$ cat src/rtl/core/mcdr_pkg.sv
// ----------------------------------------------------------------------------
// mcdr_pkg: shared types and constants of the debounce reporter
// Default sizes, register reset value and the per-lane result record.
// ----------------------------------------------------------------------------
package mcdr_pkg;

  localparam int CHANNELS_DEF  = 4;
  localparam int TIME_BITS_DEF = 32;

  localparam int DEBOUNCE_W = 16;
  localparam logic [DEBOUNCE_W-1:0] DEBOUNCE_RESET = 16'd20;

  // what one lane found for the current poll
  typedef struct packed {
    logic report;
    logic level;
  } lane_res_t;

endpackage

$ cat src/rtl/core/mcdr_in_if.sv
// ----------------------------------------------------------------------------
// mcdr_in_if: poll channel
// Valid/ready channel carrying a timestamp and one raw level per channel.
// ----------------------------------------------------------------------------
interface mcdr_in_if #(
  parameter int CHANNELS  = mcdr_pkg::CHANNELS_DEF,
  parameter int TIME_BITS = mcdr_pkg::TIME_BITS_DEF
);
  logic                 valid;
  logic                 ready;
  logic [TIME_BITS-1:0] now_time;
  logic [CHANNELS-1:0]  raw_levels;

  modport source (output valid, output now_time, output raw_levels, input ready);
  modport sink   (input valid, input now_time, input raw_levels, output ready);
endinterface

$ cat src/rtl/core/mcdr_out_if.sv
// ----------------------------------------------------------------------------
// mcdr_out_if: report channel
// Valid/ready channel carrying the report mask and reported levels.
// ----------------------------------------------------------------------------
interface mcdr_out_if #(
  parameter int CHANNELS = mcdr_pkg::CHANNELS_DEF
);
  logic                valid;
  logic                ready;
  logic [CHANNELS-1:0] report_mask;
  logic [CHANNELS-1:0] reported_levels;

  modport source (output valid, output report_mask, output reported_levels, input ready);
  modport sink   (input valid, input report_mask, input reported_levels, output ready);
endinterface

$ cat src/rtl/core/mcdr_lane.sv
// ----------------------------------------------------------------------------
// mcdr_lane: debounce state of one channel
// Tracks pending and stable level, decides the report bit for each poll.
// ----------------------------------------------------------------------------
module mcdr_lane #(
  parameter int TIME_BITS = mcdr_pkg::TIME_BITS_DEF
) (
  input  logic                            clk,
  input  logic                            rst_n,
  input  logic                            step_i,
  input  logic                            reading_i,
  input  logic [TIME_BITS-1:0]            now_i,
  input  logic [mcdr_pkg::DEBOUNCE_W-1:0] debounce_i,
  output mcdr_pkg::lane_res_t             res_o
);

  localparam int CW = (TIME_BITS > mcdr_pkg::DEBOUNCE_W) ? TIME_BITS : mcdr_pkg::DEBOUNCE_W;

  logic                 pend_known_r;
  logic                 pend_level_r;
  logic [TIME_BITS-1:0] pend_since_r;
  logic                 stable_known_r;
  logic                 stable_level_r;

  logic                 restart;
  logic                 same_stable;
  logic [TIME_BITS-1:0] elapsed;
  logic [CW-1:0]        elapsed_x;
  logic [CW-1:0]        debounce_x;
  logic                 fire;

  assign restart     = !pend_known_r || (reading_i != pend_level_r);
  assign same_stable = stable_known_r && (reading_i == stable_level_r);
  // modular difference: a backwards jump reads as a long hold
  assign elapsed     = now_i - pend_since_r;
  assign elapsed_x   = CW'(elapsed);
  assign debounce_x  = CW'(debounce_i);
  assign fire        = !restart && !same_stable && (elapsed_x >= debounce_x);

  assign res_o.report = fire;
  assign res_o.level  = fire & reading_i;

  always_ff @(posedge clk) begin
    if (!rst_n) begin
      pend_known_r   <= 1'b0;
      stable_known_r <= 1'b0;
    end else if (step_i) begin
      if (restart) pend_known_r <= 1'b1;
      if (fire) stable_known_r <= 1'b1;
    end
  end

  always_ff @(posedge clk) begin
    if (step_i && restart) begin
      pend_level_r <= reading_i;
      pend_since_r <= now_i;
    end
    if (step_i && fire) begin
      stable_level_r <= reading_i;
    end
  end

endmodule

$ cat src/rtl/core/mcdr_merge.sv
// ----------------------------------------------------------------------------
// mcdr_merge: result merge and output buffer
// Collects the lane bits of a poll into one beat, with a skid entry.
// ----------------------------------------------------------------------------
module mcdr_merge #(
  parameter int CHANNELS = mcdr_pkg::CHANNELS_DEF
) (
  input  logic                clk,
  input  logic                rst_n,
  input  logic                push_i,
  input  logic [CHANNELS-1:0] report_i,
  input  logic [CHANNELS-1:0] level_i,
  output logic                ready_o,
  mcdr_out_if.source          out_ch
);

  logic                main_valid_r, main_valid_nxt;
  logic                skid_valid_r, skid_valid_nxt;
  logic [CHANNELS-1:0] main_rep_r, main_rep_nxt;
  logic [CHANNELS-1:0] main_lev_r, main_lev_nxt;
  logic [CHANNELS-1:0] skid_rep_r, skid_rep_nxt;
  logic [CHANNELS-1:0] skid_lev_r, skid_lev_nxt;
  logic                pop;

  assign ready_o                = !skid_valid_r;
  assign pop                    = main_valid_r && out_ch.ready;
  assign out_ch.valid           = main_valid_r;
  assign out_ch.report_mask     = main_rep_r;
  assign out_ch.reported_levels = main_lev_r;

  always_comb begin
    main_valid_nxt = main_valid_r;
    skid_valid_nxt = skid_valid_r;
    main_rep_nxt   = main_rep_r;
    main_lev_nxt   = main_lev_r;
    skid_rep_nxt   = skid_rep_r;
    skid_lev_nxt   = skid_lev_r;
    if (!main_valid_r || pop) begin
      if (skid_valid_r) begin
        // advance the parked beat
        main_valid_nxt = 1'b1;
        main_rep_nxt   = skid_rep_r;
        main_lev_nxt   = skid_lev_r;
        skid_valid_nxt = 1'b0;
      end else begin
        main_valid_nxt = push_i;
        main_rep_nxt   = report_i;
        main_lev_nxt   = level_i;
      end
    end else if (push_i) begin
      // hold the new beat while the output stalls
      skid_valid_nxt = 1'b1;
      skid_rep_nxt   = report_i;
      skid_lev_nxt   = level_i;
    end
  end

  always_ff @(posedge clk) begin
    if (!rst_n) begin
      main_valid_r <= 1'b0;
      skid_valid_r <= 1'b0;
    end else begin
      main_valid_r <= main_valid_nxt;
      skid_valid_r <= skid_valid_nxt;
    end
  end

  always_ff @(posedge clk) begin
    main_rep_r <= main_rep_nxt;
    main_lev_r <= main_lev_nxt;
    skid_rep_r <= skid_rep_nxt;
    skid_lev_r <= skid_lev_nxt;
  end

  a_skid_behind_main: assert property (@(posedge clk) disable iff (!rst_n)
    skid_valid_r |-> main_valid_r)
    else $error("skid entry valid while output register empty");

  a_stall_parks: assert property (@(posedge clk) disable iff (!rst_n)
    (push_i && main_valid_r && !out_ch.ready) |=> (skid_valid_r && main_valid_r))
    else $error("beat lost on output stall");

  a_levels_in_mask: assert property (@(posedge clk) disable iff (!rst_n)
    main_valid_r |-> ((main_lev_r & ~main_rep_r) == '0))
    else $error("level bit set for a channel that did not report");

  a_reset_empty: assert property (@(posedge clk)
    !rst_n |=> (!main_valid_r && !skid_valid_r))
    else $error("output buffer not empty after reset");

endmodule

$ cat src/rtl/core/multi_channel_debounce_reporter_core.sv
// ----------------------------------------------------------------------------
// multi_channel_debounce_reporter_core: per-channel debounce and change report
// One lane per channel keeps the hold timer; the merge stage emits one beat
// per poll.
// ----------------------------------------------------------------------------
//   port     | dir | handshake        | payload
//   in_ch    | in  | valid/ready      | now_time, raw_levels
//   out_ch   | out | valid/ready      | report_mask, reported_levels
//   cfg_*    | in  | cfg_we, no ready | cfg_wdata = debounce_time
//
// One poll per cycle while in_ch.ready is high; the lane compare/subtract is
// combinational and its result is registered in the output register on out_ch.
// A skid entry lets one more poll in while a result waits; in_ch.ready drops
// only while both output entries are full.
// rst_n is synchronous: lanes forget all levels, debounce_time returns to 20.
// ----------------------------------------------------------------------------
module multi_channel_debounce_reporter_core #(
  parameter int CHANNELS  = mcdr_pkg::CHANNELS_DEF,
  parameter int TIME_BITS = mcdr_pkg::TIME_BITS_DEF
) (
  input  logic                            clk,
  input  logic                            rst_n,
  mcdr_in_if.sink                         in_ch,
  mcdr_out_if.source                      out_ch,
  input  logic                            cfg_we,
  input  logic [mcdr_pkg::DEBOUNCE_W-1:0] cfg_wdata
);

  logic [mcdr_pkg::DEBOUNCE_W-1:0] debounce_r;
  logic                            step;
  logic                            merge_ready;
  logic [CHANNELS-1:0]             lane_rep;
  logic [CHANNELS-1:0]             lane_lev;

  always_ff @(posedge clk) begin
    if (!rst_n) begin
      debounce_r <= mcdr_pkg::DEBOUNCE_RESET;
    end else if (cfg_we) begin
      debounce_r <= cfg_wdata;
    end
  end

  assign in_ch.ready = merge_ready;
  assign step        = in_ch.valid && merge_ready;

  for (genvar g = 0; g < CHANNELS; g++) begin : g_lane
    mcdr_pkg::lane_res_t res;

    mcdr_lane #(
      .TIME_BITS(TIME_BITS)
    ) u_lane (
      .clk       (clk),
      .rst_n     (rst_n),
      .step_i    (step),
      .reading_i (in_ch.raw_levels[g]),
      .now_i     (in_ch.now_time),
      .debounce_i(debounce_r),
      .res_o     (res)
    );

    assign lane_rep[g] = res.report;
    assign lane_lev[g] = res.level;
  end

  mcdr_merge #(
    .CHANNELS(CHANNELS)
  ) u_merge (
    .clk     (clk),
    .rst_n   (rst_n),
    .push_i  (step),
    .report_i(lane_rep),
    .level_i (lane_lev),
    .ready_o (merge_ready),
    .out_ch  (out_ch)
  );

endmodule
$ cat src/flat_wrapper.sv
// flat-port wrapper written by rule: the top's interface ports become plain ports
module multi_channel_debounce_reporter_core_flat 
#(
  parameter int CHANNELS  = mcdr_pkg::CHANNELS_DEF,
  parameter int TIME_BITS = mcdr_pkg::TIME_BITS_DEF
)
  (clk, rst_n, cfg_we, cfg_wdata, in_ch_valid, in_ch_now_time, in_ch_raw_levels, in_ch_ready, out_ch_valid, out_ch_report_mask, out_ch_reported_levels, out_ch_ready);
  mcdr_in_if #(.CHANNELS(CHANNELS), .TIME_BITS(TIME_BITS)) in_ch_i ();
  mcdr_out_if #(.CHANNELS(CHANNELS)) out_ch_i ();
  input  logic clk;
  input  logic rst_n;
  input  logic cfg_we;
  input  logic [mcdr_pkg::DEBOUNCE_W-1:0] cfg_wdata;
  input wire logic [$bits(in_ch_i.valid)-1:0] in_ch_valid;
  input wire logic [$bits(in_ch_i.now_time)-1:0] in_ch_now_time;
  input wire logic [$bits(in_ch_i.raw_levels)-1:0] in_ch_raw_levels;
  output wire logic [$bits(in_ch_i.ready)-1:0] in_ch_ready;
  output wire logic [$bits(out_ch_i.valid)-1:0] out_ch_valid;
  output wire logic [$bits(out_ch_i.report_mask)-1:0] out_ch_report_mask;
  output wire logic [$bits(out_ch_i.reported_levels)-1:0] out_ch_reported_levels;
  input wire logic [$bits(out_ch_i.ready)-1:0] out_ch_ready;
  assign in_ch_i.valid = in_ch_valid;
  assign in_ch_i.now_time = in_ch_now_time;
  assign in_ch_i.raw_levels = in_ch_raw_levels;
  assign in_ch_ready = in_ch_i.ready;
  assign out_ch_valid = out_ch_i.valid;
  assign out_ch_report_mask = out_ch_i.report_mask;
  assign out_ch_reported_levels = out_ch_i.reported_levels;
  assign out_ch_i.ready = out_ch_ready;
  multi_channel_debounce_reporter_core #(.CHANNELS(CHANNELS), .TIME_BITS(TIME_BITS)) u_core (.clk(clk), .rst_n(rst_n), .in_ch(in_ch_i), .out_ch(out_ch_i), .cfg_we(cfg_we), .cfg_wdata(cfg_wdata));
endmodule
$ cat config.mk
export PLATFORM = sky130hd
export DESIGN_NAME = multi_channel_debounce_reporter_core_flat
export DESIGN_NICKNAME = d
export VERILOG_FILES = /design/src/rtl/core/mcdr_pkg.sv /design/src/rtl/core/mcdr_in_if.sv /design/src/rtl/core/mcdr_out_if.sv /design/src/rtl/core/mcdr_lane.sv /design/src/rtl/core/mcdr_merge.sv /design/src/rtl/core/multi_channel_debounce_reporter_core.sv /design/src/flat_wrapper.sv
export SDC_FILE = /design/constraint.sdc
export NUM_CORES = 1
export LEC_CHECK = 0
export ABC_AREA = 1
export BUFFER_PORTS_ARGS = -buffer_cell sky130_fd_sc_hd__buf_2
export CAP_MARGIN = 20
export CORE_ASPECT_RATIO = 1.25
export CORE_MARGIN = 2
export CORE_UTILIZATION = 56
export CTS_BUF_LIST = sky130_fd_sc_hd__clkbuf_16
export DETAILED_ROUTE_END_ITERATION = 12
export PLACE_DENSITY = 0.73
export SLEW_MARGIN = 10
export SYNTH_ARGS = -nofsm -noshare
export SYNTH_HDL_FRONTEND = slang
export SYNTH_HIERARCHICAL = 1
export SYNTH_SLANG_ARGS = --single-unit
$ cat constraint.sdc
create_clock -name clk -period 6.4 [get_ports clk]
set_input_delay 1.28 -clock clk [delete_from_list [all_inputs] [get_ports clk]]
set_output_delay 1.28 -clock clk [all_outputs]
set_load 0.005 [all_outputs]
==> impl_table.tex <==
\begin{tabular}{lr}
\hline
Metric & Value \\
\hline
\multicolumn{2}{l}{\textbf{Critical path}} \\
\quad Delay contributed by the slowest stage of the critical path & 0.41 ns \\
\quad Cell repeated most along the worst path & nand2\_1 \\
\quad Reg-to-reg endpoint & u\_core/u\_merge/out\_ch.reported\_levels[0]\$\_DFFE\_PP\_ \\
\quad Critical path launch point type & primary input \\
\quad Depth of the worst register-to-register path & 25 \\
\quad Flop-to-flop setup slack & around 2.8 ns \\
\quad Critical path start-end classification & primary input to register \\
\quad R2R Path Start & u\_core/g\_lane[0].u\_lane/pend\_since\_r[0]\$\_DFFE\_PP\_ \\
\quad Max FO, Critical Path & 8 \\
\quad Kind of end point of the critical path & register \\
\quad Cell with the biggest individual delay on the critical path & fa\_1 \\
\quad Critical path data required time & 6.61 ns \\
\quad Arrival time at the worst endpoint & 4.51 ns \\
\multicolumn{2}{l}{\textbf{Clock tree}} \\
\quad Count of buffers added by post-CTS timing repair for setup & 0 \\
\quad CTS Buf Count & 17 \\
\quad Cell at the root of the clock tree & clkbuf\_16 \\
\quad Clock tree from TritonCTS & yes \\
\quad Number of sinks driven by the clock tree & 178 \\
\quad Bufs on Longest Clock Path & 2 \\
\quad Worst skew pair latency & 0.47 ns \\
\quad H-Tree Depth & 4 \\
\quad Number of buffers inserted by hold repair at cts & 0 \\
\quad Total of cells resized after clock tree synthesis & 0 \\
\quad Clk pin slew, worst setup/hold paths & 0.07 ns \\
\multicolumn{2}{l}{\textbf{Synthesis}} \\
\quad Number of warnings reported in the yosys synthesis log & 6 \\
\quad Register bit total from synthesis & 178 \\
\quad Yosys cell types & 35 \\
\quad Syn\_nets & 3226 \\
\quad Portion of netlist area occupied by mux cells & 0\% \\
\quad Adder-cell share of the synthesized area & 13.04\% \\
\quad Synth Area in Compound Gates & 3.522\% \\
\quad Area of the mapped netlist & 18650 um2 \\
\quad Simple-gate portion of the synthesized area & 36.70\% \\
\quad Cell type with the largest total area after synthesis & edfxtp\_1 \\
\quad Number of enable flip-flop cells after synthesis & between 150 and 200 \\
\quad Sequential share of the synthesized area & 27.26\% \\
\quad Synthesized instance count & about 3000 \\
\quad Per-instance average area after synthesis & 6.265 um2 \\
\quad Largest cells by area after synthesis & edfxtp\_1 24\%, nand2\_1 23\%, inv\_1 15\% \\
\quad Xor/xnor cell area share of the yosys netlist & roughly 3.2\% \\
\quad Largest family of logic cells by synthesized area & simple AND/OR/NAND/NOR gates \\
\quad Share of the synthesized area in the top cell type & 24.47\% \\
\quad Asr flop ratio synth & 0\% \\
\quad Post-synth top flop & edfxtp\_1 \\
\multicolumn{2}{l}{\textbf{Pwr}} \\
\quad Register share of total power & 34.3\% \\
\quad Total internal power & 2457 uW \\
\quad Cell area power density & between 200 and 250 nW/um2 \\
\quad Combinational cell fraction of total power & 39.4\% \\
\quad Clock network power share & 26.3\% \\
\quad Static Leakage & 0.01192 uW \\
\quad Worst voltage drop across the vdd grid & 0.1636 mV \\
\quad Switching Fraction & slightly below 40\% \\
\quad Net Switching & 1596 uW \\
\multicolumn{2}{l}{\textbf{Layout}} \\
\quad Number of nets at the end of the flow & about 3300 \\
\quad Multi-input gate area & 10530 um2 \\
\quad Fill cells & 3294 \\
\quad Number of diodes & 0 \\
\quad Register area & 5085 um2 \\
\quad Area growth syn-to-layout & 7.259\% \\
\quad Layout cell share with drive strength beyond 1 & under 10\% \\
\multicolumn{2}{l}{\textbf{Route}} \\
\quad Antenna violation net count after detailed routing & 0 \\
\quad Total wire length after detailed routing & between 50000 and 60000 um \\
\quad WL per Instance & 15.65 um \\
\quad Detailed-route vias per instance & 5.088 \\
\quad \# DRC & 3 \\
\quad Starting DRT DRC Count & 1341 \\
\quad Vias & 17730 \\
\quad Count of TritonRoute iterations in the first routing pass & 11 \\
\multicolumn{2}{l}{\textbf{STA}} \\
\quad F\_max & 232.5 MHz \\
\quad Setup-failing EPs final & 0 \\
\quad Portion of the clock cycle consumed by the worst path in the final layout & 67.19\% \\
\quad Clock Skew & roughly 0.017 ns \\
\quad Final hold violation count & 0 \\
\quad Crit path setup slack, layout & approximately 2.1 ns \\
\quad Total negative slack for setup checks & 0 ns \\
\quad Unrepaired setup endpoints after global routing & no \\
\quad Worst slew margin relative to its limit & 52.54\% \\
\quad Time the final worst path needs with I/O delays and setup & about 4.3 ns \\
\quad Tightest Pin Transition & 0.7093 ns \\
\quad Slew Limit Fails & 0 \\
\multicolumn{2}{l}{\textbf{Hold path}} \\
\quad Hold Path Depth & 2 \\
\quad Hold-critical path endpoint & u\_core/g\_lane[3].u\_lane/stable\_known\_r\$\_SDFFE\_PN0P\_ \\
\quad Worst hold-check path type & register to register \\
\quad Hold path startpoint & u\_core/g\_lane[3].u\_lane/stable\_known\_r\$\_SDFFE\_PN0P\_ \\
\multicolumn{2}{l}{\textbf{Global routing}} \\
\quad Pin count of the biggest net entering global routing & 34 \\
\quad Remaining global-route overflow & 0 \\
\quad Number of global-route vias before repair & between 15000 and 20000 \\
\quad Initial antenna violation count & 2 \\
\quad First-pass GRT wire length & 85800 um \\
\quad Total global routing track utilization & between 30\% and 40\% \\
\multicolumn{2}{l}{\textbf{Run status}} \\
\quad Violated checks & design-rule violations \\
\quad Run status & finished, violations left \\
\multicolumn{2}{l}{\textbf{Floorplanning}} \\
\quad Initial cell density of the core & 56.90\% \\
\quad Die ar. & 34790 um2 \\
\quad Horizontal extent of the die & about 170 um \\
\quad Overall die height & 208.0 um \\
\quad I/O pin count & 67 \\
\quad Placement row count & 74 \\
\quad Core footprint & 32780 um2 \\
\multicolumn{2}{l}{\textbf{Placement}} \\
\quad Worst setup slack before clock tree synthesis & 1.672 ns \\
\quad Gp weighted congestion & 1.017 \\
\quad Buffers added on ports & 66 \\
\quad Hpwl dp & 43880 um \\
\multicolumn{2}{l}{\textbf{Job}} \\
\quad Max-cap violation count & 0 \\
\hline
\end{tabular}
sequential cells by signal (all words and copies together) (netlist names):
register	cells
u_core/debounce_r	16
u_core/g_lane.u_lane/pend_known_r	4
u_core/g_lane.u_lane/pend_level_r	4
u_core/g_lane.u_lane/pend_since_r	128
u_core/g_lane.u_lane/stable_known_r	4
u_core/g_lane.u_lane/stable_level_r	4
u_core/u_merge/out_ch.report_mask	4
u_core/u_merge/out_ch.reported_levels	4
u_core/u_merge/out_ch.valid	1
u_core/u_merge/skid_lev_r	4
u_core/u_merge/skid_rep_r	4
u_core/u_merge/skid_valid_r	1
synth_stat cells, types with 8 or more instances:
master	n
nand2_2	51
nor2_2	37
nand3b_1	11
inv_2	24
edfxtp_1	152
nand3_1	109
and2_1	14
nand4_1	18
a21oi_1	91
inv_1	755
nor3_2	8
ha_1	188
xnor2_1	12
nor2_1	217
nand3_2	14
dfxtp_1	26
nand2_1	1124
xor2_1	56
nor2_4	11
buf_4	8
metal layers:
| metal | track usage (%) | vias to the layer above | wire [um] | share of wire, % |
|---|---|---|---|---|
| met5 | 0 | - | 0 | 0 |
| met4 | 17.33 | 0 | 3057 | 5.6 |
| met3 | 3.158 | 137 | 2500 | 4.6 |
| met2 | 57.06 | 529 | 26690 | 49 |
| met1 | 36.79 | 8043 | 22280 | 41 |
| li1 | - | 9022 | - | - |
cells by family after synthesis:
family,Yosys count
xor gates and xnor gates,68
and+or+nand+nor,1627
adders and majority gates,192
AOI/OAI and AO/OA,119
buffers and inverters,793
DFF,178
metrics by stage:
| step | cells | hold WS [ns] | util, % | power [uW] | instance area [um2] |
|---|---|---|---|---|---|
| 6_report | 3485 | 0.4691 | 61.03 | 4053 | 20000 |
| 5_1_grt | 3485 | 0.4828 | 61.03 | 4327 | 20000 |
| 4_1_cts | 3485 | 0.4726 | 61.03 | 4050 | 20000 |
| 3_5_place_dp | 3453 | 0.4583 | 59.28 | 2983 | 19430 |
| 3_3_place_gp | 3453 | 0.4475 | 59.28 | 2945 | 19430 |
| 2_1_floorplan | 2977 | 0.4400 | - | 2553 | 18650 |
critical path, delay by kind of cell:
| kind | cells | cell delay (ns) |
|---|---|---|
| AOI/OAI and AO/OA | 2 | 0.35 |
| adders and majority gates | 3 | 0.83 |
| and+or+nand+nor | 18 | 1.59 |
| xor gates and xnor gates | 1 | 0.07 |
| buffers and inverters | 3 | 0.40 |
power by group through the flow:
stage | logic (uW) | registers, uW | clock network (uW)
floorplan | 1160 | 1400 | 0
global placement | 1530 | 1410 | 0
detailed placement | 1570 | 1420 | 0
CTS | 1580 | 1390 | 1080
global route | 1810 | 1400 | 1120
finish | 1600 | 1390 | 1070
placed cells by master, fill, tap and decap left out, types with 6 or more instances in the layout:
master / n
ha_1: 188
nor2_4: 11
and2_1: 14
inv_1: 756
inv_2: 24
edfxtp_1: 152
xnor2_1: 12
a21oi_1: 91
nand2_2: 51
nand3b_1: 11
clkbuf_16: 18
nand4_1: 18
xor2_1: 56
nand3_1: 109
buf_2: 66
o21ai_0: 6
nor3_2: 8
nor2_2: 37
dfxtp_1: 26
nor2_1: 217
nand3_2: 14
nand2_1: 1124
a211oi_1: 6
nor3_1: 6
worst max-delay path by stage:
| stage | from | end | slack (ns) | depth (start not counted) |
|---|---|---|---|---|
| detailed placement | in_ch_now_time[0] | u_core/u_merge/out_ch.reported_levels[0]$_DFFE_PP_ | 1.67 | 27 |
| global placement | in_ch_now_time[0] | u_core/u_merge/out_ch.reported_levels[0]$_DFFE_PP_ | 1.74 | 27 |
| global route | in_ch_now_time[0] | u_core/u_merge/out_ch.reported_levels[0]$_DFFE_PP_ | 1.81 | 27 |
| floorplan | in_ch_now_time[0] | u_core/u_merge/out_ch.report_mask[3]$_DFFE_PP_ | 2.42 | 25 |
| CTS | in_ch_now_time[0] | u_core/u_merge/out_ch.reported_levels[0]$_DFFE_PP_ | 2.15 | 27 |
| finish | in_ch_now_time[0] | u_core/u_merge/out_ch.reported_levels[0]$_DFFE_PP_ | 2.10 | 27 |
layout make-up:
cell class	instances	share of cell area, %
clock buffer	18	2.252
clock inverter	14	0.6255
inverter	781	14.65
multi-input combinational	2006	52.63
sequential	178	25.42
tap	418	2.614
timing repair buffer	70	1.801
No activity file was read; power rests on OpenSTA's default activity.
